## src/rtl/frame_deframer_xor_check_macros.svh

```systemverilog
// Assertion helpers for the frame deframer.
`ifndef FRAME_DEFRAMER_XOR_CHECK_MACROS_SVH
`define FRAME_DEFRAMER_XOR_CHECK_MACROS_SVH

// Same-cycle implication, checked on every rising edge outside reset.
`define FDX_ASSERT_NOW(label, ante, cons, msg) \
  label: assert property (@(posedge clk_i) disable iff (!rst_ni) (ante) |-> (cons)) \
    else $error(msg);

// Next-cycle implication, checked on every rising edge outside reset.
`define FDX_ASSERT_NEXT(label, ante, cons, msg) \
  label: assert property (@(posedge clk_i) disable iff (!rst_ni) (ante) |=> (cons)) \
    else $error(msg);

`endif

```

## src/rtl/fdx_pkg.sv

```systemverilog
package fdx_pkg;

  localparam int MaxPayloadDef = 32;
  localparam int ByteW         = 8;
  localparam int LenW          = 6;
  localparam int IdxW          = 5;
  localparam int HeldLenW      = 16;

  localparam logic [ByteW-1:0] StartByteRst = 8'hA5;

  typedef enum logic [2:0] {
    PhHunt,
    PhCmd,
    PhLenLo,
    PhLenHi,
    PhData,
    PhCheck,
    PhDrain
  } phase_e;

  // One result request from the parser to the output stage.
  typedef struct packed {
    logic             valid;
    logic             empty;
    logic             last;
    logic [IdxW-1:0]  idx;
    logic [ByteW-1:0] command;
    logic [LenW-1:0]  length;
  } fdx_issue_t;

endpackage

```

## src/rtl/fdx_rx_if.sv

```systemverilog
interface fdx_rx_if import fdx_pkg::*; ();
  logic             valid;
  logic             ready;
  logic [ByteW-1:0] rx_byte;

  modport source (output valid, output rx_byte, input ready);
  modport sink (input valid, input rx_byte, output ready);
endinterface

```

## src/rtl/fdx_frame_if.sv

```systemverilog
interface fdx_frame_if import fdx_pkg::*; ();
  logic             valid;
  logic             ready;
  logic [ByteW-1:0] frame_command;
  logic [LenW-1:0]  frame_length;
  logic             has_data;
  logic [ByteW-1:0] data_byte;
  logic [IdxW-1:0]  byte_index;
  logic             last;

  modport source (output valid, output frame_command, output frame_length,
                  output has_data, output data_byte, output byte_index,
                  output last, input ready);
  modport sink (input valid, input frame_command, input frame_length,
                input has_data, input data_byte, input byte_index,
                input last, output ready);
endinterface

```

## src/rtl/fdx_payload_mem.sv

```systemverilog
module fdx_payload_mem import fdx_pkg::*; #(
  parameter int MaxPayload = MaxPayloadDef,
  parameter int AddrW      = (MaxPayload > 1) ? $clog2(MaxPayload) : 1
) (
  input  logic             clk_i,
  input  logic             we_i,
  input  logic [AddrW-1:0] waddr_i,
  input  logic [ByteW-1:0] wdata_i,
  input  logic             re_i,
  input  logic [AddrW-1:0] raddr_i,
  output logic [ByteW-1:0] rdata_o
);

  logic [ByteW-1:0] mem [MaxPayload];
  logic [ByteW-1:0] rdata_q;

  always_ff @(posedge clk_i) begin
    if (we_i) begin
      mem[waddr_i] <= wdata_i;
    end
  end

  always_ff @(posedge clk_i) begin
    if (re_i) begin
      rdata_q <= mem[raddr_i];
    end
  end

  assign rdata_o = rdata_q;

endmodule

```

## src/rtl/fdx_parser.sv

```systemverilog
module fdx_parser import fdx_pkg::*; #(
  parameter int MaxPayload = MaxPayloadDef,
  parameter int AddrW      = (MaxPayload > 1) ? $clog2(MaxPayload) : 1
) (
  input  logic             clk_i,
  input  logic             rst_ni,
  input  logic             cfg_we_i,
  input  logic [ByteW-1:0] cfg_wdata_i,
  input  logic             rx_valid_i,
  input  logic [ByteW-1:0] rx_byte_i,
  output logic             rx_ready_o,
  input  logic             slot_free_i,
  output logic             mem_we_o,
  output logic [AddrW-1:0] mem_waddr_o,
  output logic [ByteW-1:0] mem_wdata_o,
  output logic             mem_re_o,
  output logic [AddrW-1:0] mem_raddr_o,
  output fdx_issue_t       issue_o
);

  localparam logic [HeldLenW-1:0] MaxLen = HeldLenW'(MaxPayload);

  phase_e                phase_q, phase_d;
  logic [ByteW-1:0]      start_q;
  logic [ByteW-1:0]      cmd_q, cmd_d;
  logic [HeldLenW-1:0]   len_q, len_d;
  logic [LenW-1:0]       cnt_q, cnt_d;
  logic [ByteW-1:0]      xor_q, xor_d;

  logic                  accept;
  logic [HeldLenW-1:0]   len_full;
  logic [LenW-1:0]       cnt_inc;
  logic                  cnt_at_end;
  logic                  sum_ok;

  assign accept     = rx_valid_i && rx_ready_o;
  assign len_full   = {rx_byte_i, len_q[ByteW-1:0]};
  assign cnt_inc    = cnt_q + LenW'(1);
  assign cnt_at_end = HeldLenW'(cnt_inc) >= len_q;
  assign sum_ok     = rx_byte_i == xor_q;

  always_comb begin
    rx_ready_o = 1'b1;
    if (phase_q == PhDrain) begin
      rx_ready_o = 1'b0;
    end else if (phase_q == PhCheck) begin
      rx_ready_o = slot_free_i;
    end
  end

  // Next state
  always_comb begin
    phase_d = phase_q;
    cmd_d   = cmd_q;
    len_d   = len_q;
    cnt_d   = cnt_q;
    xor_d   = xor_q;
    unique case (phase_q)
      PhHunt: begin
        if (accept && rx_byte_i == start_q) begin
          phase_d = PhCmd;
          xor_d   = '0;
        end
      end
      PhCmd: begin
        if (accept) begin
          cmd_d   = rx_byte_i;
          xor_d   = xor_q ^ rx_byte_i;
          phase_d = PhLenLo;
        end
      end
      PhLenLo: begin
        if (accept) begin
          len_d   = HeldLenW'(rx_byte_i);
          xor_d   = xor_q ^ rx_byte_i;
          phase_d = PhLenHi;
        end
      end
      PhLenHi: begin
        if (accept) begin
          cnt_d = '0;
          if (len_full > MaxLen) begin
            phase_d = PhHunt;
            cmd_d   = '0;
            len_d   = '0;
            xor_d   = '0;
          end else begin
            len_d   = len_full;
            xor_d   = xor_q ^ rx_byte_i;
            phase_d = (len_full == '0) ? PhCheck : PhData;
          end
        end
      end
      PhData: begin
        if (accept) begin
          cnt_d = cnt_inc;
          xor_d = xor_q ^ rx_byte_i;
          if (cnt_at_end) begin
            phase_d = PhCheck;
          end
        end
      end
      PhCheck: begin
        if (accept) begin
          if (sum_ok && len_q != '0) begin
            phase_d = PhDrain;
            cnt_d   = '0;
          end else begin
            phase_d = PhHunt;
            cmd_d   = '0;
            len_d   = '0;
            cnt_d   = '0;
            xor_d   = '0;
          end
        end
      end
      PhDrain: begin
        if (slot_free_i) begin
          cnt_d = cnt_inc;
          if (cnt_at_end) begin
            phase_d = PhHunt;
            cmd_d   = '0;
            len_d   = '0;
            cnt_d   = '0;
            xor_d   = '0;
          end
        end
      end
      default: begin
        phase_d = PhHunt;
        cmd_d   = '0;
        len_d   = '0;
        cnt_d   = '0;
        xor_d   = '0;
      end
    endcase
  end

  // Outputs
  always_comb begin
    mem_we_o        = (phase_q == PhData) && accept;
    mem_waddr_o     = cnt_q[AddrW-1:0];
    mem_wdata_o     = rx_byte_i;
    mem_re_o        = (phase_q == PhDrain) && slot_free_i;
    mem_raddr_o     = cnt_q[AddrW-1:0];
    issue_o.valid   = mem_re_o ||
                      ((phase_q == PhCheck) && accept && sum_ok && len_q == '0);
    issue_o.empty   = phase_q == PhCheck;
    issue_o.last    = (phase_q == PhCheck) || cnt_at_end;
    issue_o.idx     = (phase_q == PhCheck) ? '0 : cnt_q[IdxW-1:0];
    issue_o.command = cmd_q;
    issue_o.length  = len_q[LenW-1:0];
  end

  always_ff @(posedge clk_i or negedge rst_ni) begin
    if (!rst_ni) begin
      phase_q <= PhHunt;
      start_q <= StartByteRst;
      cmd_q   <= '0;
      len_q   <= '0;
      cnt_q   <= '0;
      xor_q   <= '0;
    end else begin
      phase_q <= phase_d;
      cmd_q   <= cmd_d;
      len_q   <= len_d;
      cnt_q   <= cnt_d;
      xor_q   <= xor_d;
      if (cfg_we_i) begin
        start_q <= cfg_wdata_i;
      end
    end
  end

endmodule

```

## src/rtl/fdx_out_stage.sv

```systemverilog
module fdx_out_stage import fdx_pkg::*; (
  input  logic             clk_i,
  input  logic             rst_ni,
  input  fdx_issue_t       issue_i,
  input  logic [ByteW-1:0] rdata_i,
  output logic             slot_free_o,
  fdx_frame_if.source      frame_o
);

  fdx_issue_t       pend_q;
  logic             out_valid_q;
  logic [ByteW-1:0] cmd_q;
  logic [LenW-1:0]  len_q;
  logic             has_q;
  logic [ByteW-1:0] data_q;
  logic [IdxW-1:0]  idx_q;
  logic             last_q;

  // A request issued now is held in pend_q next cycle, when the output register is free.
  assign slot_free_o = !pend_q.valid && (!out_valid_q || frame_o.ready);

  always_ff @(posedge clk_i or negedge rst_ni) begin
    if (!rst_ni) begin
      pend_q      <= '0;
      out_valid_q <= 1'b0;
    end else begin
      pend_q <= issue_i;
      if (pend_q.valid) begin
        out_valid_q <= 1'b1;
      end else if (frame_o.ready) begin
        out_valid_q <= 1'b0;
      end
    end
  end

  always_ff @(posedge clk_i) begin
    if (pend_q.valid) begin
      cmd_q  <= pend_q.command;
      len_q  <= pend_q.length;
      has_q  <= !pend_q.empty;
      data_q <= pend_q.empty ? '0 : rdata_i;
      idx_q  <= pend_q.idx;
      last_q <= pend_q.last;
    end
  end

  assign frame_o.valid         = out_valid_q;
  assign frame_o.frame_command = cmd_q;
  assign frame_o.frame_length  = len_q;
  assign frame_o.has_data      = has_q;
  assign frame_o.data_byte     = data_q;
  assign frame_o.byte_index    = idx_q;
  assign frame_o.last          = last_q;

endmodule

```

## src/rtl/frame_deframer_xor_check.sv

```systemverilog
// Byte-serial frame deframer with XOR checksum.
// rx_i takes one received byte per request (valid/ready). The parser hunts
// for the start byte, then reads command, 16-bit little-endian length,
// payload and checksum; payload bytes go into the payload RAM.
// cfg_we_i/cfg_wdata_i load the start byte (0xA5 after reset); write only
// while no frame is in flight.
// While parsing, one byte is taken per cycle. On a matching checksum the
// frame is emitted on frame_o, one request per payload byte (or one empty
// request for a zero-length frame). Each result needs a registered RAM read;
// no read starts until the last result has left the pending register.
// After its checksum byte a non-empty frame enters the drain state; each
// result passes the pending and output registers. rx_i is held off while
// the RAM is being drained. Mismatched or oversize frames are dropped.
// When frame_o stalls, the finished result waits in the output register and
// draining pauses; the checksum byte is taken only when the output stage
// has room. Reset clears the parser and output valid at once; the RAM holds
// no reset state and needs no clearing pass.
module frame_deframer_xor_check import fdx_pkg::*; #(
  parameter int MaxPayload = MaxPayloadDef
) (
  input  logic             clk_i,
  input  logic             rst_ni,
  input  logic             cfg_we_i,
  input  logic [ByteW-1:0] cfg_wdata_i,
  fdx_rx_if.sink           rx_i,
  fdx_frame_if.source      frame_o
);

`include "frame_deframer_xor_check_macros.svh"

  localparam int AddrW = (MaxPayload > 1) ? $clog2(MaxPayload) : 1;

  fdx_issue_t       issue;
  logic             slot_free;
  logic             mem_we;
  logic [AddrW-1:0] mem_waddr;
  logic [ByteW-1:0] mem_wdata;
  logic             mem_re;
  logic [AddrW-1:0] mem_raddr;
  logic [ByteW-1:0] mem_rdata;

  fdx_parser #(
    .MaxPayload (MaxPayload),
    .AddrW      (AddrW)
  ) u_parser (
    .clk_i       (clk_i),
    .rst_ni      (rst_ni),
    .cfg_we_i    (cfg_we_i),
    .cfg_wdata_i (cfg_wdata_i),
    .rx_valid_i  (rx_i.valid),
    .rx_byte_i   (rx_i.rx_byte),
    .rx_ready_o  (rx_i.ready),
    .slot_free_i (slot_free),
    .mem_we_o    (mem_we),
    .mem_waddr_o (mem_waddr),
    .mem_wdata_o (mem_wdata),
    .mem_re_o    (mem_re),
    .mem_raddr_o (mem_raddr),
    .issue_o     (issue)
  );

  fdx_payload_mem #(
    .MaxPayload (MaxPayload),
    .AddrW      (AddrW)
  ) u_mem (
    .clk_i   (clk_i),
    .we_i    (mem_we),
    .waddr_i (mem_waddr),
    .wdata_i (mem_wdata),
    .re_i    (mem_re),
    .raddr_i (mem_raddr),
    .rdata_o (mem_rdata)
  );

  fdx_out_stage u_out (
    .clk_i       (clk_i),
    .rst_ni      (rst_ni),
    .issue_i     (issue),
    .rdata_i     (mem_rdata),
    .slot_free_o (slot_free),
    .frame_o     (frame_o)
  );

  `FDX_ASSERT_NOW(a_issue_room, issue.valid, slot_free, "result issued without room")
  `FDX_ASSERT_NEXT(a_issue_spacing, issue.valid, !issue.valid, "back-to-back issue")
  `FDX_ASSERT_NOW(a_empty_last, issue.valid && issue.empty, issue.last, "empty not last")
  `FDX_ASSERT_NOW(a_no_rx_on_read, mem_re, !(rx_i.valid && rx_i.ready), "rx during drain")

endmodule

```

## src/flat_wrapper.sv

```systemverilog
// flat-port wrapper written by rule: the top's interface ports become plain ports
module frame_deframer_xor_check_flat import fdx_pkg::*;
#(
  parameter int MaxPayload = MaxPayloadDef
)
  (clk_i, rst_ni, cfg_we_i, cfg_wdata_i, rx_i_valid, rx_i_rx_byte, rx_i_ready, frame_o_valid, frame_o_frame_command, frame_o_frame_length, frame_o_has_data, frame_o_data_byte, frame_o_byte_index, frame_o_last, frame_o_ready);
  fdx_rx_if rx_i_i ();
  fdx_frame_if frame_o_i ();
  input  logic clk_i;
  input  logic rst_ni;
  input  logic cfg_we_i;
  input  logic [ByteW-1:0] cfg_wdata_i;
  input wire logic [$bits(rx_i_i.valid)-1:0] rx_i_valid;
  input wire logic [$bits(rx_i_i.rx_byte)-1:0] rx_i_rx_byte;
  output wire logic [$bits(rx_i_i.ready)-1:0] rx_i_ready;
  output wire logic [$bits(frame_o_i.valid)-1:0] frame_o_valid;
  output wire logic [$bits(frame_o_i.frame_command)-1:0] frame_o_frame_command;
  output wire logic [$bits(frame_o_i.frame_length)-1:0] frame_o_frame_length;
  output wire logic [$bits(frame_o_i.has_data)-1:0] frame_o_has_data;
  output wire logic [$bits(frame_o_i.data_byte)-1:0] frame_o_data_byte;
  output wire logic [$bits(frame_o_i.byte_index)-1:0] frame_o_byte_index;
  output wire logic [$bits(frame_o_i.last)-1:0] frame_o_last;
  input wire logic [$bits(frame_o_i.ready)-1:0] frame_o_ready;
  assign rx_i_i.valid = rx_i_valid;
  assign rx_i_i.rx_byte = rx_i_rx_byte;
  assign rx_i_ready = rx_i_i.ready;
  assign frame_o_valid = frame_o_i.valid;
  assign frame_o_frame_command = frame_o_i.frame_command;
  assign frame_o_frame_length = frame_o_i.frame_length;
  assign frame_o_has_data = frame_o_i.has_data;
  assign frame_o_data_byte = frame_o_i.data_byte;
  assign frame_o_byte_index = frame_o_i.byte_index;
  assign frame_o_last = frame_o_i.last;
  assign frame_o_i.ready = frame_o_ready;
  frame_deframer_xor_check #(.MaxPayload(MaxPayload)) u_core (.clk_i(clk_i), .rst_ni(rst_ni), .cfg_we_i(cfg_we_i), .cfg_wdata_i(cfg_wdata_i), .rx_i(rx_i_i), .frame_o(frame_o_i));
endmodule
```

## config.mk

```make
export PLATFORM = sky130hd
export DESIGN_NAME = frame_deframer_xor_check_flat
export DESIGN_NICKNAME = d
export VERILOG_FILES = /design/src/rtl/fdx_pkg.sv /design/src/rtl/fdx_rx_if.sv /design/src/rtl/fdx_frame_if.sv /design/src/rtl/fdx_payload_mem.sv /design/src/rtl/fdx_parser.sv /design/src/rtl/fdx_out_stage.sv /design/src/rtl/frame_deframer_xor_check.sv /design/src/flat_wrapper.sv
export VERILOG_INCLUDE_DIRS = /design/src /design/src/rtl
export SDC_FILE = /design/constraint.sdc
export NUM_CORES = 1
export LEC_CHECK = 0
export BUFFER_PORTS_ARGS = -buffer_cell sky130_fd_sc_hd__buf_2
export CELL_PAD_IN_SITES_DETAIL_PLACEMENT = 1
export CELL_PAD_IN_SITES_GLOBAL_PLACEMENT = 1
export CORE_ASPECT_RATIO = 1.2
export CORE_MARGIN = 2
export CORE_UTILIZATION = 30
export CTS_CLUSTER_SIZE = 10
export DETAILED_ROUTE_END_ITERATION = 10
export PLACE_DENSITY = 0.59
export SLEW_MARGIN = 20
export SYNTH_ARGS = -nofsm -noshare
export SYNTH_HDL_FRONTEND = slang
export SYNTH_SLANG_ARGS = --single-unit
export TNS_END_PERCENT = 5
```

## constraint.sdc

```tcl
create_clock -name clk_i -period 5.2 [get_ports clk_i]
set_clock_uncertainty 0.2 [all_clocks]
set_input_delay 0.78 -clock clk_i [delete_from_list [all_inputs] [get_ports clk_i]]
set_output_delay 0.78 -clock clk_i [all_outputs]
set_load 0.05 [all_outputs]
```

==> out/qor.csv <==
stage;metric;value;unit
run_status;run status;complete, no violations;
worst_setup_path;arrival time at the worst endpoint;3.86;ns
job;Max-cap violations;0;
yosys;leading area contributor after synthesis;edfxtp_1;
cells_and_area;Area Growth Syn to Fin;14.8;%
timing;fin crit share;69.3;%
timing;final hold violation count;0;
global_routing;first-pass GRT wire length;51400;µm
clock_network;cell chosen for the clock root;clkbuf_16;
detailed_routing;Via density;4.86;
clock_network;CTS tree;done;
pwr;VDD IR-drop max;0.208;mV
yosys;#FFs+latches synth;365;
timing;total negative slack;0;ns
global_routing;met2 Use GR;23.4;%
yosys;Synth Cell Area;14400;µm²
yosys;sequential area share after synthesis;73.6;%
cells_and_area;post-route cell area;16600;µm²
timing;f_max;278;MHz
timing;Slew @ Worst Pin;0.949;ns
worst_setup_path;Critical Path End Type;flip-flop;
yosys;Synth top area share;61.0;%
placement;IO Port Bufs;51;
cells_and_area;Core Util, Final;34.6;%
hold_path;Hold Path Class;flip-flop to flip-flop;
clock_network;post_cts resized;0;
clock_network;htree depth;2;
die;die height;244;µm
hold_path;hold path start;u_core.u_parser.cmd_q[1];
cells_and_area;multi-input gate area in the final layout;3540;µm²
cells_and_area;Final nets;912;
global_routing;pin count of the biggest net entering global routing;73;
clock_network;CTS clock-pin slew for the worst setup and hold paths;0.06;ns
clock_network;post-CTS setup buffers;0;
timing;Worst Slack Setup Final;1.60;ns
timing;Final Max Tran Viols;0;
die;I/O Pins;52;
pwr;Leak Pwr;5.73;nW
clock_network;CTS Buf Count;42;
detailed_routing;Routed WL;33900;µm
detailed_routing;Pre-antenna DRT Iters;5;
cells_and_area;fillcell total;4829;
yosys;most common cell in the synthesized netlist;edfxtp_1;
placement;pre-CTS setup slack;1.60;ns
global_routing;gr ovfl total;0;
detailed_routing;DRC;0;
global_routing;met1 usage;18.0;%
placement;DP HPWL;22000;µm
yosys;ys async rst share;19.7;%
cells_and_area;n_diodes;0;
die;total die area;49800;µm²
worst_setup_path;CP Launch Point;u_core.u_parser.cnt_q[1];
timing;Rel. slew slack;36.7;%
global_routing;met3 usage;2.16;%
global_routing;vias in the first global route;7822;
die;FP Rows;88;
timing;Worst Hold Slack;0.174;ns
clock_network;post-cts hold buffer count;0;
global_routing;initial antenna violation count;0;
detailed_routing;DRT antenna net count;0;
timing;Setup-failing EPs final;0;
die;Initial Util;30.2;%
cells_and_area;share of layout cells above drive strength 1;21.9;%
timing;Final min period;3.60;ns
worst_setup_path;WP data required;5.46;ns
die;Core ar.;47800;µm²
die;die width;204;µm
detailed_routing;initial DRC count;458;
yosys;Synth Instances;817;
yosys;number of flops mapped to enable cells by yosys;293;
detailed_routing;Avg WL per Cell;22.2;µm
detailed_routing;Vias;7427;
global_routing;busiest grt layer;met2;
yosys;top cells by area, synth;edfxtp_1 (61%), dfrtp_1 (12%), mux4_2 (10%);
yosys;Syn Nets;848;
yosys;synth warn;0;
placement;GPL Wtd Cong;0.767;
global_routing;Tot GR Track Use;13.8;%
yosys;most frequent cells after synthesis;edfxtp_1 (293), dfrtp_1 (68), mux4_2 (64);
pwr;PwrDens;424;nW/µm²
yosys;average size of a mapped cell;17.6;µm²
yosys;post-synthesis cell type count;51;
worst_setup_path;CP max FO;23;
timing;RSZ-0062 raised after global routing;no;
worst_setup_path;crit start category;flip-flop;
cells_and_area;Seq. cell area;10600;µm²
worst_setup_path;worst reg2reg startpoint;u_core.u_parser.cnt_q[1];
yosys;prevailing post-synth register cell;edfxtp_1;
clock_network;CTS Sinks;365;
worst_setup_path;Crit Path Category;flip-flop to flip-flop;
clock_network;clock tree buffer depth;3;
placement;area of placed instances;15400;µm²
clock_network;Skew-Pair Late Insertion Delay;0.55;ns
## placed cells by master, fill, tap and decap left out, drive strengths merged, types with 2 or more instances in the layout
cell	instances
buf	66
mux2	9
a22oi	31
a31oi	2
nand4	9
and3	2
xor2	13
clkbuf	59
mux2i	17
dfstp	4
and3b	2
xnor2	7
a22o	5
o211ai	4
a21oi	7
dfrtp	68
ha	10
edfxtp	293
nand3b	6
or2	3
or3	5
nor3	9
nor2b	11
nand3	10
nand2b	13
o31ai	8
nand2	35
o21ai	17
nor4	6
nor2	46
o2111ai	3
inv	25
or4	3
a21o	3
and2	13
mux4	64
## state kept, by name, summed over array words and instances, names as in the netlist, 6 cells and up
signal	cells
u_core.u_out.pend_q	22
u_core.u_parser.len_q	16
u_core.u_parser.cmd_q	8
u_core.u_parser.cnt_q	6
u_core.u_mem.mem	256
u_core.u_mem.rdata_o	8
u_core.u_out.frame_o.data_byte	8
u_core.u_parser.xor_q	8
u_core.u_parser.start_q	8
u_core.u_out.frame_o.frame_command	8
u_core.u_out.frame_o.frame_length	6
## metrics by stage
step                instances  power (mW)
floorplan                 817        4.08
global placement         1467        4.49
detailed placement       1467        4.50
CTS                      1529        7.11
global route             1529        7.28
finish                   1529        7.02
## metal layers
| layer | wire (µm) | vias up |
|---|---|---|
| met5 | 0 | - |
| met3 | 1400 | 53 |
| li1 | - | 3300 |
| met2 | 17000 | 173 |
| met1 | 14700 | 3901 |
| met4 | 790 | 0 |
## layout make-up
class	instances	area share, %
clock buffers	59	6.80
clock inverters	3	0.204
inverters	23	0.522
multi-input cells	383	21.4
flip-flops and latches	365	64.1
well taps	630	4.76
repair buffers	66	2.24
## final timing paths
check,end,slack (ns),cells past startpoint
worst max-delay path,u_core.u_parser.cmd_q[7],1.60,9
worst min-delay path,u_core.u_out.pend_q[7],0.17,0
worst max register to register,u_core.u_parser.cmd_q[7],1.60,9
worst min register to register,u_core.u_out.pend_q[7],0.17,0
max in group asynchronous,u_core.u_parser.cnt_q[0],3.89,1
min in group asynchronous,u_core.u_parser.start_q[4],0.18,1
## report_power, final
group / internal (mW) / switching, mW
sequential: 3.33 / 0.0992
combinational: 0.373 / 0.630
clock: 1.49 / 1.10
total: 5.19 / 1.83
## critical path: stages (launching register included)
cell and delay [ns]:
dfrtp_2 0.73, buf_4 0.44, nand3_1 0.14, xnor2_1 0.22, ha_1 0.27, o2111ai_1 0.23
nor2b_1 0.21, a211o_1 0.41, a21o_1 0.40, mux2i_1 0.23
## kinds of logic (layout without fill, tap and decap cells)
logic type | Yosys count | in the layout | share of synthesized area, %
muxes | 90 | 90 | 11.9
AOI/OAI and AO/OA | 87 | 87 | 4.24
buffers and inverters | 69 | 151 | 1.93
and+or+nand+nor | 176 | 176 | 6.31
DFF | 365 | 365 | 73.6
adders and majority gates | 10 | 10 | 0.868
xor gates and xnor gates | 20 | 20 | 1.21
Note: power is estimated with default switching activity, not from simulation.
